`src/design/static_nat_rewrite_with_checksum_assert.svh`:
```
// assertion macros for the nat rewrite block
`ifndef STATIC_NAT_REWRITE_WITH_CHECKSUM_ASSERT_SVH
`define STATIC_NAT_REWRITE_WITH_CHECKSUM_ASSERT_SVH

// consequent holds in the same cycle
`define SNRC_ASSERT_NOW(lbl, clk, rst, ante, cons, msg) \
   lbl: assert property (@(posedge clk) disable iff (rst) (ante) |-> (cons)) \
      else $error(msg);

// consequent holds in the next cycle
`define SNRC_ASSERT_NEXT(lbl, clk, rst, ante, cons, msg) \
   lbl: assert property (@(posedge clk) disable iff (rst) (ante) |=> (cons)) \
      else $error(msg);

`endif

```
`src/design/snrc_pkg.sv`:
```
`default_nettype none
package snrc_pkg;

   localparam int MAX_RULES = 64;
   localparam int IDX_W     = (MAX_RULES > 1) ? $clog2(MAX_RULES) : 1;
   localparam int COUNT_W   = 7;
   localparam int RIDX_W    = 6;
   localparam int CMP_W     = ((IDX_W > COUNT_W) ? IDX_W : COUNT_W) + 1;
   localparam int ACC_W     = 20;
   localparam int SUM_W     = 21;

   localparam logic       REQ_LOAD  = 1'b0;
   localparam logic       REQ_PKT   = 1'b1;
   localparam logic [7:0] PROTO_TCP = 8'd6;
   localparam logic [7:0] PROTO_UDP = 8'd17;

   typedef struct packed {
      logic              req_type;
      logic [RIDX_W-1:0] rule_index;
      logic              rule_is_dnat;
      logic [31:0]       rule_mask;
      logic              direction;
      logic [31:0]       src_addr;
      logic [31:0]       dst_addr;
      logic [15:0]       ip_checksum;
      logic [7:0]        protocol;
      logic [15:0]       l4_checksum;
      logic              l4_header_present;
      logic [1:0]        done;
      logic [ACC_W-1:0]  acc;
   } item_type;

   typedef struct packed {
      logic [31:0] new_src_addr;
      logic [31:0] new_dst_addr;
      logic [15:0] new_ip_checksum;
      logic [15:0] new_l4_checksum;
      logic        src_changed;
      logic        dst_changed;
   } rsp_type;

endpackage
`default_nettype wire

```
`src/design/snrc_cksum.sv`:
```
`default_nettype none
module snrc_cksum (
   input  wire logic               clock,
   input  wire logic               reset,
   input  wire logic               advance,
   input  wire logic               in_valid,
   input  wire snrc_pkg::item_type in_item,
   output logic                    out_valid,
   output logic                    out_req_type,
   output snrc_pkg::rsp_type       out_rsp
);
   import snrc_pkg::*;

   typedef struct packed {
      logic             req_type;
      logic [31:0]      src_addr;
      logic [31:0]      dst_addr;
      logic [1:0]       done;
      logic [15:0]      ip_checksum;
      logic [15:0]      l4_checksum;
      logic [SUM_W-1:0] s_ip;
      logic [SUM_W-1:0] s_l4;
      logic             adjust;
      logic             use_l4;
   } sum_type;

   logic             valid_ff;
   sum_type          sum_ff;
   sum_type          sum_in;
   logic [SUM_W-1:0] acc_ext;

   function automatic logic [15:0] fold_adjust(input logic [SUM_W-1:0] s);
      logic [SUM_W-1:0] mag;
      logic [16:0]      v1;
      logic [15:0]      v2;
      mag = s[SUM_W-1] ? (SUM_W'(0) - s) : s;
      v1  = 17'(mag[SUM_W-1:16]) + 17'(mag[15:0]);
      v2  = v1[15:0] + 16'(v1[16]);
      return s[SUM_W-1] ? ~v2 : v2;
   endfunction

   assign acc_ext = {{(SUM_W-ACC_W){in_item.acc[ACC_W-1]}}, in_item.acc};

   always_comb begin
      sum_in.req_type    = in_item.req_type;
      sum_in.src_addr    = in_item.src_addr;
      sum_in.dst_addr    = in_item.dst_addr;
      sum_in.done        = in_item.done;
      sum_in.ip_checksum = in_item.ip_checksum;
      sum_in.l4_checksum = in_item.l4_checksum;
      sum_in.s_ip        = acc_ext + SUM_W'(in_item.ip_checksum);
      sum_in.s_l4        = acc_ext + SUM_W'(in_item.l4_checksum);
      sum_in.adjust      = in_item.done != 2'b00;
      sum_in.use_l4      = (in_item.done != 2'b00) && in_item.l4_header_present &&
                           ((in_item.protocol == PROTO_TCP) ||
                            (in_item.protocol == PROTO_UDP));
   end

   always_ff @(posedge clock) begin
      if (reset) begin
         valid_ff <= 1'b0;
      end else if (advance) begin
         valid_ff <= in_valid;
      end
   end

   always_ff @(posedge clock) begin
      if (advance) begin
         sum_ff <= sum_in;
      end
   end

   always_comb begin
      out_rsp.new_src_addr    = sum_ff.src_addr;
      out_rsp.new_dst_addr    = sum_ff.dst_addr;
      out_rsp.new_ip_checksum = sum_ff.adjust ? fold_adjust(sum_ff.s_ip) : sum_ff.ip_checksum;
      out_rsp.new_l4_checksum = sum_ff.use_l4 ? fold_adjust(sum_ff.s_l4) : sum_ff.l4_checksum;
      out_rsp.src_changed     = sum_ff.done[0];
      out_rsp.dst_changed     = sum_ff.done[1];
   end

   assign out_valid    = valid_ff;
   assign out_req_type = sum_ff.req_type;

endmodule
`default_nettype wire

```
`config.mk`:
```
export PLATFORM = sky130hd
export DESIGN_NAME = snrc_cksum
export DESIGN_NICKNAME = d
export VERILOG_FILES = /design/src/design/static_nat_rewrite_with_checksum_assert.svh /design/src/design/snrc_pkg.sv /design/src/design/snrc_cksum.sv
export SDC_FILE = /design/constraint.sdc
export NUM_CORES = 1
export LEC_CHECK = 0
export ABC_AREA = 1
export ABC_CLOCK_PERIOD_IN_PS = 5600
export BUFFER_PORTS_ARGS = -buffer_cell sky130_fd_sc_hd__buf_2
export CORE_MARGIN = 2
export CORE_UTILIZATION = 49
export DETAILED_ROUTE_END_ITERATION = 8
export GPL_TIMING_DRIVEN = 0
export PLACE_DENSITY = 0.78
export SYNTH_ARGS = -nofsm -noshare
export SYNTH_HDL_FRONTEND = slang
export SYNTH_SLANG_ARGS = --single-unit
```
`constraint.sdc`:
```
create_clock -name clock -period 5.6 [get_ports clock]
set_clock_uncertainty 0.2 [all_clocks]
set_input_delay 1.12 -clock clock [delete_from_list [all_inputs] [get_ports clock]]
set_output_delay 1.12 -clock clock [all_outputs]
set_load 0.01 [all_outputs]
```
* Word level (Yosys, flattened, before mapping) *
Cells that the tools add are included.

word-level totals
  output and inout bits = 100
  logic and storage cells = 33
  input port bits = 172
  register bits = 144

operators by class
  reductions and logical operators = 4
  add/sub/neg operators = 8
  multiplexer cells = 6
  eq/ne operators = 2
  bitwise operators = 2

operators by type and width
  kind                                                                    number
  16-bit two-way mux                                                      4
  20-bit by 17-bit adder with 21-bit output                               2
  21-bit two-way mux                                                      2
  1-bit by 21-bit subtractor with 21-bit output (first input constant)    2
  5-bit by 16-bit adder with 17-bit output                                2
  16-bit by 1-bit adder with 16-bit output                                2
  16-bit NOT                                                              2
  8-bit by 3-bit equality test with 1-bit output (second input constant)  1
  8-bit by 5-bit equality test with 1-bit output (second input constant)  1
  1-bit logical AND                                                       2
  2-bit nonzero test                                                      1
  1-bit logical OR                                                        1

* Logic depth before layout (Yosys ltp) *
  depth in word-level cells = 7
  depth in mapped cells = 34
  depth with buffers taken out = 34

* Worst setup path before layout *
Ideal clock, no wire load.

  path kind = register to output
  start = register sum_ff[2] in the netlist's numbering
  end = output port out_rsp[10] in the netlist's numbering
  arrival = 4.448 ns
  slack = -0.168 ns
  data required time = 4.280 ns
  path buffers = 0
  stages on the path, launching flop included = 31
  cells stage by stage = edfxtp_1 > inv_1 > ha_1 > nand3_2 > nor2_1 > nand2_1 > o21ai_0 > xnor2_1 > ha_1 > inv_1 > fa_1 > inv_1 > nand3_1 > nand2_1 > nand2_1 > nand2_1 > nand3_2 > nor2_4 > nand4_1 > a211oi_1 > ha_1 > nand2_1 > nor2_4 > nand3_2 > nor2_2 > nand3_2 > nor2_4 > nand2_2 > xnor2_1 > xor2_1 > o21ai_0

RTL lines
  element                 RTL line          source
  start, declared         snrc_cksum.sv:28  sum_type sum_ff;
  start signal, assigned  snrc_cksum.sv:69  sum_ff <= sum_in;
  end, declared           snrc_cksum.sv:10  output snrc_pkg::rsp_type out_rsp

==> metrics.txt <==
slowest cell on the critical path edfxtp_1; Inserted Clock Buffers 17; violated checks setup timing; Slowest Stage Delay on Critical Path around 0.5 ns; H-tree depth 4; GRT overflow 0; die width 149 microns; Post-synth EDFFs 143; deepest clock path buffer count 2; Max Cap Violations 0; hold buffer count at CTS 0; Tot GR Track Use 25.6%; Cells after Synth 1205; share of cells above drive strength 1 40.3%; max_slew headroom 50.3%; CP startpoint kind register; commonest non-fill, non-tap cell in the layout nand2_1; Worst Max-Slew Pin Slew 0.746 ns; global-route wire length before repair 43.9 mm; clk sinks 144; pwr/cell area 297 mW/mm^2; Layout Nets 1794; most frequent cells in the layout 286 x nand2_1, 232 x buf_2, 171 x buf_4; vias 9731; DRT antenna net count 0; initial antenna violation count 9; total routed wirelength 30.0 mm; CP endpoint out_rsp[10]; CTS root buffer clkbuf_16; grt peak-use layer met2; final setup vio count 30; crit-path max FO 4; syn avg cell area 8.54 sq um; Synth top area share approximately two fifths; CTS tree built; critical path class register to primary output; setup TNS -21.12 ns; Yosys top cell by area edfxtp_1; Syn. warnings 0; reg2reg start out_valid; register area share after synthesis 41.9%; reg2reg end out_valid; unrepaired setup endpoints after global routing yes; routability cong. between 0.8 and 0.9; ranking of synthesized cells by area edfxtp_1 42%, nand2_1 11%, ha_1 5.8%; IO Pins 272; Final Hold Vio Count 0; Critical Path AT 5.27 ns; final worst setup slack -0.993 ns; Via-to-Cell Ratio 5.23; Yosys reg bits 144; met3 usage 7.80%; Max Slew Vio Count 0; Post-Syn Nets 1429; met2 Use GR 43.4%; number of remaining DRC errors 0; Worst path most repeated cell nor2_4; run status finished with violations; Primary FF master, synth edfxtp_1; CTS clk-pin slew, worst paths 0.07 ns; die area 0.0222 sq mm; worst path required time 4.28 ns; Routed WL per cell approximately 16 microns; IR drop worst, VDD 0.000234 V; area grow syn2layout 36.7%; leakage between 6 and 7 nW; initial drt markers around 660; Hold WS 0.364 ns; global routing met1 resource utilization slightly above 30%; Setup crit end kind primary output; Synth cell types 47; Die Y-Extent 149 microns; R2R setup slack approximately 4.8 ns; R2R cell count 2; Core ar. 0.0208 sq mm; Detail Placement HPWL 20.9 mm; final worst path period share 118%; vias in the first global route 8915; Synth async-reset ratio 0%; IO buf count between 200 and 250; hold crit path type register to register; largest net degree at the start of global routing 76; number of cell rows 53; Initial Util slightly below 50%; Period minus WS final 6.59 ns; critical path startpoint sum_ff[5]; Synth Cell Area 0.0103 sq mm; clk_lat worst skew 0.43 ns; Max Clk Rate 152 MHz; Pre-Repair DR Iteration Count 5
## metal layers
| metal | part of all wire, % | wire [microns] | up-vias |
|---|---|---|---|
| li1 | - | - | 4701 |
| met1 | 38 | 11300 | 4470 |
| met2 | 49 | 14700 | 462 |
| met3 | 9.9 | 2960 | 86 |
| met4 | 3.5 | 1060 | 12 |
| met5 | 0.25 | 74 | - |
## cell families (layout without fill, tap and decap cells)
family                   count (synthesis)  after routing  share of synthesized area [%]
adder cells (fa/ha/maj)                 52             52                           6.62
flip-flops                             144            144                           41.9
XOR/XNOR                                81             81                           6.97
AO/OA/AOI/OAI                          125            125                           6.81
other                                    0              4                              0
AND/OR/NAND/NOR                        592            592                           27.2
buffers and inverters                  210            588                           10.3
multiplexers                             1              1                         0.0973
## cells in the mapped netlist, types with 12 or more instances
cell and number:
xor2_1 54, nand2_2 29, o21ai_1 12, xnor2_1 26, nor3_1 12, ha_1 48
nand4_1 20, nand2_1 314, nor2_1 79, nand3_1 80, inv_1 121, edfxtp_1 143
a21oi_1 39, o21ai_0 44, buf_4 67
## through the flow
stage	instance area [sq um]	setup slack [ns]	cells	total power [mW]	util, %
finish	14100	-0.993	1862	4.18	67.5
global route	14100	-1.24	1862	4.38	67.5
CTS	13300	-0.756	1811	4.01	64.0
detailed placement	11900	-1.06	1711	2.66	56.9
global placement	11800	-0.912	1710	2.62	56.8
floorplan	10300	0.00919	1205	2.29	-
## power by group
group	switching (mW)	internal (mW)
sequential	0.0686	1.32
clock	0.517	0.695
combinational	0.947	0.631
## cell type report
| type | count | area [sq um] |
|---|---|---|
| clock inverter | 14 | 189 |
| sequential | 144 | 4310 |
| multi-input combinational | 851 | 5570 |
| antenna | 4 | 10.0 |
| buffer | 83 | 608 |
| tap | 275 | 344 |
| inverter | 127 | 484 |
| clock buffer | 18 | 439 |
| fill | 1592 | 6760 |
| timing repair buffer | 346 | 2100 |
## sequential cells by signal, summed over array words and instances, names as in the netlist
name / count
out_valid: 1
sum_ff: 76
out_req_type: 1
out_rsp: 66
## worst max-delay path, delay by kind of cell (launching register included)
family	cells	cell delay, ns
AO/OA/AOI/OAI	3	0.81
adder cells (fa/ha/maj)	3	0.81
XOR/XNOR	3	0.44
flip-flops	1	0.50
AND/OR/NAND/NOR	18	1.84
buffers and inverters	4	0.43
## worst min path at each step
stage / end / cells past startpoint / slack [ns] / from
CTS: out_valid / 2 / 0.38 / out_valid
global placement: out_valid / 2 / 0.28 / out_valid
floorplan: out_valid / 2 / 0.33 / out_valid
global route: out_valid / 2 / 0.45 / out_valid
finish: out_valid / 2 / 0.36 / out_valid
detailed placement: out_valid / 2 / 0.36 / out_valid
## repair_timing
item | CTS | global route
pin swaps | 64 | 82
buffers inserted | 69 | 51
endpoints found under the setup margin | 32 | 32
gates resized for setup | 95 | 89
hold endpoints to repair | 0 | 0
Power figures use the tool's default switching activity.
