### src/design/static_nat_rewrite_with_checksum_assert.svh
// assertion macros for the nat rewrite block
`ifndef STATIC_NAT_REWRITE_WITH_CHECKSUM_ASSERT_SVH
`define STATIC_NAT_REWRITE_WITH_CHECKSUM_ASSERT_SVH

// consequent holds in the same cycle
`define SNRC_ASSERT_NOW(lbl, clk, rst, ante, cons, msg) \
   lbl: assert property (@(posedge clk) disable iff (rst) (ante) |-> (cons)) \
      else $error(msg);

// consequent holds in the next cycle
`define SNRC_ASSERT_NEXT(lbl, clk, rst, ante, cons, msg) \
   lbl: assert property (@(posedge clk) disable iff (rst) (ante) |=> (cons)) \
      else $error(msg);

`endif

### src/design/snrc_pkg.sv
`default_nettype none
package snrc_pkg;

   localparam int MAX_RULES = 64;
   localparam int IDX_W     = (MAX_RULES > 1) ? $clog2(MAX_RULES) : 1;
   localparam int COUNT_W   = 7;
   localparam int RIDX_W    = 6;
   localparam int CMP_W     = ((IDX_W > COUNT_W) ? IDX_W : COUNT_W) + 1;
   localparam int ACC_W     = 20;
   localparam int SUM_W     = 21;

   localparam logic       REQ_LOAD  = 1'b0;
   localparam logic       REQ_PKT   = 1'b1;
   localparam logic [7:0] PROTO_TCP = 8'd6;
   localparam logic [7:0] PROTO_UDP = 8'd17;

   typedef struct packed {
      logic              req_type;
      logic [RIDX_W-1:0] rule_index;
      logic              rule_is_dnat;
      logic [31:0]       rule_mask;
      logic              direction;
      logic [31:0]       src_addr;
      logic [31:0]       dst_addr;
      logic [15:0]       ip_checksum;
      logic [7:0]        protocol;
      logic [15:0]       l4_checksum;
      logic              l4_header_present;
      logic [1:0]        done;
      logic [ACC_W-1:0]  acc;
   } item_type;

   typedef struct packed {
      logic [31:0] new_src_addr;
      logic [31:0] new_dst_addr;
      logic [15:0] new_ip_checksum;
      logic [15:0] new_l4_checksum;
      logic        src_changed;
      logic        dst_changed;
   } rsp_type;

endpackage
`default_nettype wire

### src/design/snrc_cell.sv
`default_nettype none
module snrc_cell (
   input  wire logic                         clock,
   input  wire logic                         reset,
   input  wire logic                         advance,
   input  wire logic [snrc_pkg::IDX_W-1:0]   cell_index,
   input  wire logic [snrc_pkg::COUNT_W-1:0] rule_count,
   input  wire logic                         in_valid,
   input  wire snrc_pkg::item_type           in_item,
   output logic                              out_valid,
   output snrc_pkg::item_type                out_item
);
   import snrc_pkg::*;

   logic        kind_ff;
   logic [31:0] inside_ff;
   logic [31:0] mask_ff;
   logic [31:0] foreign_ff;
   logic        valid_ff;
   item_type    item_ff;
   item_type    item_in;

   logic             rule_we;
   logic             active;
   logic             pick_dst;
   logic             hit;
   logic [31:0]      addr;
   logic [31:0]      from_net;
   logic [31:0]      to_net;
   logic [31:0]      new_addr;
   logic [16:0]      old_sum;
   logic [16:0]      new_sum;
   logic [ACC_W-1:0] delta;

   assign rule_we = advance && in_valid && (in_item.req_type == REQ_LOAD) &&
                    (CMP_W'(in_item.rule_index) == CMP_W'(cell_index));
   assign active  = CMP_W'(cell_index) < CMP_W'(rule_count);

   assign pick_dst = kind_ff ^ in_item.direction;
   assign addr     = pick_dst ? in_item.dst_addr : in_item.src_addr;
   assign from_net = in_item.direction ? foreign_ff : inside_ff;
   assign to_net   = in_item.direction ? inside_ff : foreign_ff;
   assign new_addr = (addr & ~mask_ff) | to_net;
   assign hit      = (in_item.req_type == REQ_PKT) && active &&
                     ((addr & mask_ff) == from_net) && !in_item.done[pick_dst];

   // old halves minus new halves
   assign old_sum = 17'(addr[31:16]) + 17'(addr[15:0]);
   assign new_sum = 17'(new_addr[31:16]) + 17'(new_addr[15:0]);
   assign delta   = ACC_W'(old_sum) - ACC_W'(new_sum);

   always_comb begin
      item_in = in_item;
      if (hit) begin
         if (pick_dst) begin
            item_in.dst_addr = new_addr;
         end else begin
            item_in.src_addr = new_addr;
         end
         item_in.done[pick_dst] = 1'b1;
         item_in.acc            = in_item.acc + delta;
      end
   end

   always_ff @(posedge clock) begin
      if (rule_we) begin
         kind_ff    <= in_item.rule_is_dnat;
         inside_ff  <= in_item.src_addr;
         mask_ff    <= in_item.rule_mask;
         foreign_ff <= in_item.dst_addr;
      end
   end

   always_ff @(posedge clock) begin
      if (reset) begin
         valid_ff <= 1'b0;
      end else if (advance) begin
         valid_ff <= in_valid;
      end
   end

   always_ff @(posedge clock) begin
      if (advance) begin
         item_ff <= item_in;
      end
   end

   assign out_valid = valid_ff;
   assign out_item  = item_ff;

endmodule
`default_nettype wire

### config.mk
export PLATFORM = sky130hd
export DESIGN_NAME = snrc_cell
export DESIGN_NICKNAME = d
export VERILOG_FILES = /design/src/design/static_nat_rewrite_with_checksum_assert.svh /design/src/design/snrc_pkg.sv /design/src/design/snrc_cell.sv
export SDC_FILE = /design/constraint.sdc
export NUM_CORES = 1
export LEC_CHECK = 0
export BUFFER_PORTS_ARGS = -buffer_cell sky130_fd_sc_hd__buf_4
export CORE_UTILIZATION = 48
export CTS_BUF_LIST = sky130_fd_sc_hd__clkbuf_4 sky130_fd_sc_hd__clkbuf_8 sky130_fd_sc_hd__clkbuf_16
export DETAILED_ROUTE_END_ITERATION = 16
export PLACE_DENSITY = 0.85
export SYNTH_ARGS = -nofsm -noshare
export SYNTH_HDL_FRONTEND = slang
export SYNTH_SLANG_ARGS = --single-unit
### constraint.sdc
create_clock -name clock -period 8.7 [get_ports clock]
set_input_delay 1.74 -clock clock [delete_from_list [all_inputs] [get_ports clock]]
set_output_delay 1.74 -clock clock [all_outputs]
set_load 0.03 [all_outputs]
# Yosys cells after proc, flatten, opt, wreduce, memory -nomap -nowiden
# Index checks and enable logic that the tools add are counted.
# W data, S select, Z words.
word_totals:
  register_bits: 266
  input_bits: 185
  wordCells: 53
op_classes:
  addsub: 4
  magnitude_cmp: 3
  eq_ne: 2
  n_mux: 11
  bitwise_logic: 7
  n_reduce_logical: 8
ops:
  columns: ["operator", "count"]
  rows:
  - ["$mux W32", 5]
  - ["$and A32 B32 Y32", 2]
  - ["$mux W64", 1]
  - ["$add A16 B16 Y17", 2]
  - ["$eq A32 B32 Y1", 1]
  - ["$not A32 Y32", 1]
  - ["$or A32 B32 Y32", 1]
  - ["$mux W22", 1]
  - ["$add A20 B20 Y20", 1]
  - ["$sub A17 B17 Y18", 1]
  - ["$logic_and A1 B1 Y1", 7]
  - ["$lt A6 B7 Y1", 1]
  - ["$eq A6 B6 Y1", 1]
  - ["$mux W1", 3]
  - ["$lt A1 B2 Y1 const B", 1]
  - ["$or A2 B2 Y2", 1]
  - ["$demux W1 S1", 1]
  - ["$ge A1 B1 Y1 const B", 1]
  - ["$logic_not A1 Y1", 1]
  - ["$not A1 Y1", 1]
  - ["$xor A1 B1 Y1", 1]

# Depth between registers and ports, before layout
depth:
  depth_word: 8
  ltp_mapped: 32
  mapped_depth_nobuf: 29

# Worst setup path before layout
# OpenSTA, ideal clock, no wires.
synth_path:
  path_kind: "input-to-reg"
  from: "in in_item[127] (netlist bit)"
  to: "reg item_ff, in the netlist out_item[19] (data pin)"
  arrival_ns: 8.376
  required_ns: 8.442
  setup_slack_ns: 0.066
  stages: 29
  cell_sequence: "buf_2 buf_2 clkbuf_1 buf_1 clkbuf_1 mux2i_1 o21ai_0 inv_1 fa_1 fa_1 ha_1 fa_1 a21o_1 a21oi_1 o21bai_1 a41o_1 a211oi_1 nor2_1 nor4_1 o41ai_1 xor2_1 ha_1 nand4_1 o311a_1 a211o_1 o21ai_0 xor2_1 nand2b_1 xnor2_1"
synth_rtl:
  columns: ["element", "line", "source"]
  rows:
  - ["start: declaration", "snrc_cell.sv:9", "input wire snrc_pkg::item_type in_item,"]
  - ["end signal: assignment", "snrc_cell.sv:84", "item_ff <= item_in;"]
  - ["end: declaration", "snrc_cell.sv:20", "item_type item_ff;"]

==> flow_summary.toml <==
[global_routing]
grt_pass1_wl_um = 50790
track_usage = 0.2326
grt_overflow_total = 0
grt_max_degree = 70
grt_antenna_before_repair = 0
grt_pass1_vias = 9176

[yosys]
synthesis.area_um2 = 13520
ys_async_sr_fraction = 0
yosysWarnings = 0
synth_fp_nets = 1227
netlist_instances = 966
ys_ff_latch = 266
yosys.cell_types.count = 51
yosysSeqAreaShare = 0.5901
synth_edf_count = 265
syn_area_per_cell_um2 = 14.00
synth_flop_cell = "edfxtp_1"

[sta]
hold_ws_ps = 477.1
rsz0062_at_grt = "false"
period_minus_slack_ps = 7916
max_slew_margin = 0.2832
max_freq_mhz = 126.3
slew_violations = 0
skew_ps = 13.15
worst_slew_pin_slew_ps = 1075
setup_tns_ps = 0
hold_viol_final = 0
setup_viol = 0
finalCritPeriodShare = 0.9099

[placement]
place.gp.congestion = 0.8808
port_buffers = 353
detailed_place_hpwl_um = 25910

[critical_path]
cp.required_ps = 8990
cp_max_fo = 14
crit_path_start_kind = "primary input"
reg2regPathDepth = 25
crit_arrival_ps = 8210
crit_type = "primary input to register"
critPathCaptureType = "register"

[die]
pin_count = 354
rows = 61
start_util = 0.4866
chipHeight_um = 169.8
coreArea_um2 = 27780
die_x_um = 169.8
dieArea_um2 = 28840

[clock_tree]
cts_root_buf = "clkbuf_16"
post_cts_buffers = 0
cts_resized = 0
cts_buffers = 29
hold_buffers = 0
clk_latency_ps = 550
cts_tree = "done"
clk_pin_slew_ps = 60
htree_levels = 1
cts_sinks = 266
max-clock-path-buffers = 3

[layout]
final_nets = 1599
drive_gt1_frac = 0.3218
syn_to_final_growth_pct = 29.99
antennaDiodeCount = 0

[status]
status = "finished clean"

[power]
p_leak_uw = 0.007476
irDropWorstVdd_mv = 0.1561
power.density_nw_per_um2 = 229.1

[drt]
wl_um = 34470
avgViaCountPerCell = 5.291
antenna_left = 0
drt_iter0_markers = 621
dr_total_vias = 9185
firstDrtPassIters = 5
wire_per_inst_um = 19.85
drcViolationCount = 0

[worst_hold_path]
holdCritPathClass = "register to register"
worstHoldPathCells = 2

[flow_run]
drv_cap = 0
[power by group]
part | switching [µW] | internal [µW] | total [µW]
logic | 747 | 551 | 1300
registers | 16.7 | 1470 | 1490
clock network | 492 | 745 | 1240
total | 1260 | 2770 | 4030
[synthesized netlist by cell type (2+ instances only)]
cell	number	area (µm²)
o21a_1	8	60.06
xor2_1	18	157.7
nor2b_1	11	68.82
xnor2_1	33	289.0
mux2_1	66	743.2
nor3_1	5	25.02
a22oi_1	2	15.01
o21ai_0	47	235.2
mux2_2	19	214.0
inv_1	111	416.7
a221o_1	10	100.1
o21ai_1	13	65.06
nand3_1	8	40.04
or3_1	8	50.05
o41ai_1	2	17.52
nand4_1	7	43.79
edfxtp_1	265	7958
fa_1	33	660.6
nand2b_1	16	100.1
buf_1	3	11.26
a21oi_1	34	170.2
a2111oi_0	2	17.52
a21o_1	12	90.09
a211oi_1	10	75.07
and3_1	10	62.56
buf_2	6	30.03
buf_6	7	78.83
nand2_1	31	116.4
nor4b_1	2	17.52
o211ai_1	3	22.52
clkbuf_1	6	22.52
ha_1	43	538.0
o21bai_1	6	45.04
nor4_1	4	25.02
nor2_1	21	78.83
mux2i_1	69	690.7
[cell type report]
| cell class | instances | area [µm²] |
|---|---|---|
| fill | 2107 | 10210 |
| sequential | 266 | 7978 |
| multi-input combinational | 566 | 4996 |
| timing repair buffer | 364 | 2751 |
| clock buffer | 35 | 770.7 |
| tap | 378 | 473.0 |
| inverter | 111 | 416.7 |
| clock inverter | 16 | 187.7 |
[path summary, 6_finish.rpt]
| check | from | end | slack, ps |
|---|---|---|---|
| worst max-delay path | in_item[127] | out_item[19] | 780 |
| worst min-delay path | out_valid | out_valid | 480 |
| worst max register to register | kind_ff | out_item[19] | 1680 |
| worst min register to register | out_valid | out_valid | 480 |
[flip-flops by register name, indices dropped and copies added (netlist names)]
| name | flops |
|---|---|
| mask_ff | 32 |
| foreign_ff | 32 |
| out_item | 168 |
| kind_ff | 1 |
| inside_ff | 32 |
| out_valid | 1 |
[cell usage in the layout, fill, tap and decap left out, drive strengths merged, types with 31 or more instances in the layout]
cell type  instances
ha                43
clkbuf            36
o21ai             60
mux2              86
xnor2             34
mux2i             69
inv              112
a21oi             34
edfxtp           265
buf              363
nand2             31
fa                33
[cells by family (layout without fill, tap and decap cells)]
family | count (synthesis) | after routing | synth area share
buf+inv | 134 | 526 | 0.04193
flops | 266 | 266 | 0.5901
compound gates | 157 | 157 | 0.07293
mux | 155 | 155 | 0.1230
simple gates | 125 | 125 | 0.04794
fa+ha+maj | 76 | 76 | 0.08866
xor+xnor | 53 | 53 | 0.03545
[metrics by stage]
| step | utilization | std cells | setup slack (ps) | power [µW] | instance area [µm²] |
|---|---|---|---|---|---|
| final | 0.6325 | 1736 | 783.8 | 4026 | 17570 |
| after floorplan | - | 966 | 66.43 | 2419 | 13520 |
| after global routing | 0.6325 | 1736 | 449.0 | 4231 | 17570 |
| after CTS | 0.6325 | 1736 | 844.2 | 4047 | 17570 |
| after global placement | 0.5980 | 1685 | 485.8 | 2764 | 16610 |
| after detailed placement | 0.5980 | 1685 | 275.1 | 2800 | 16610 |
[critical path, cell delays in order]
cell	delay [ps]
buf_4	250
xor2_2	230
mux2_2	410
a221o_1	340
inv_1	90
fa_1	440
fa_1	500
ha_1	260
fa_1	420
a21o_1	200
a21oi_1	250
o21bai_1	120
a41o_1	290
a211oi_1	250
nor2_1	110
nor4_1	300
o41ai_1	150
xor2_1	160
ha_1	360
nand4_1	130
o311a_1	330
a211o_1	290
o21ai_0	200
xor2_1	160
nand2b_1	80
xnor2_1	120
[layer usage]
metal | vias up | share of wire | track usage
li1 | 4294 | - | -
met3 | 53 | 0.072 | 0.05326
met1 | 4504 | 0.40 | 0.2939
met4 | 0 | 0.020 | 0.05366
met5 | - | 0 | 0
met2 | 334 | 0.50 | 0.4052
Power figures use the tool's default switching activity.
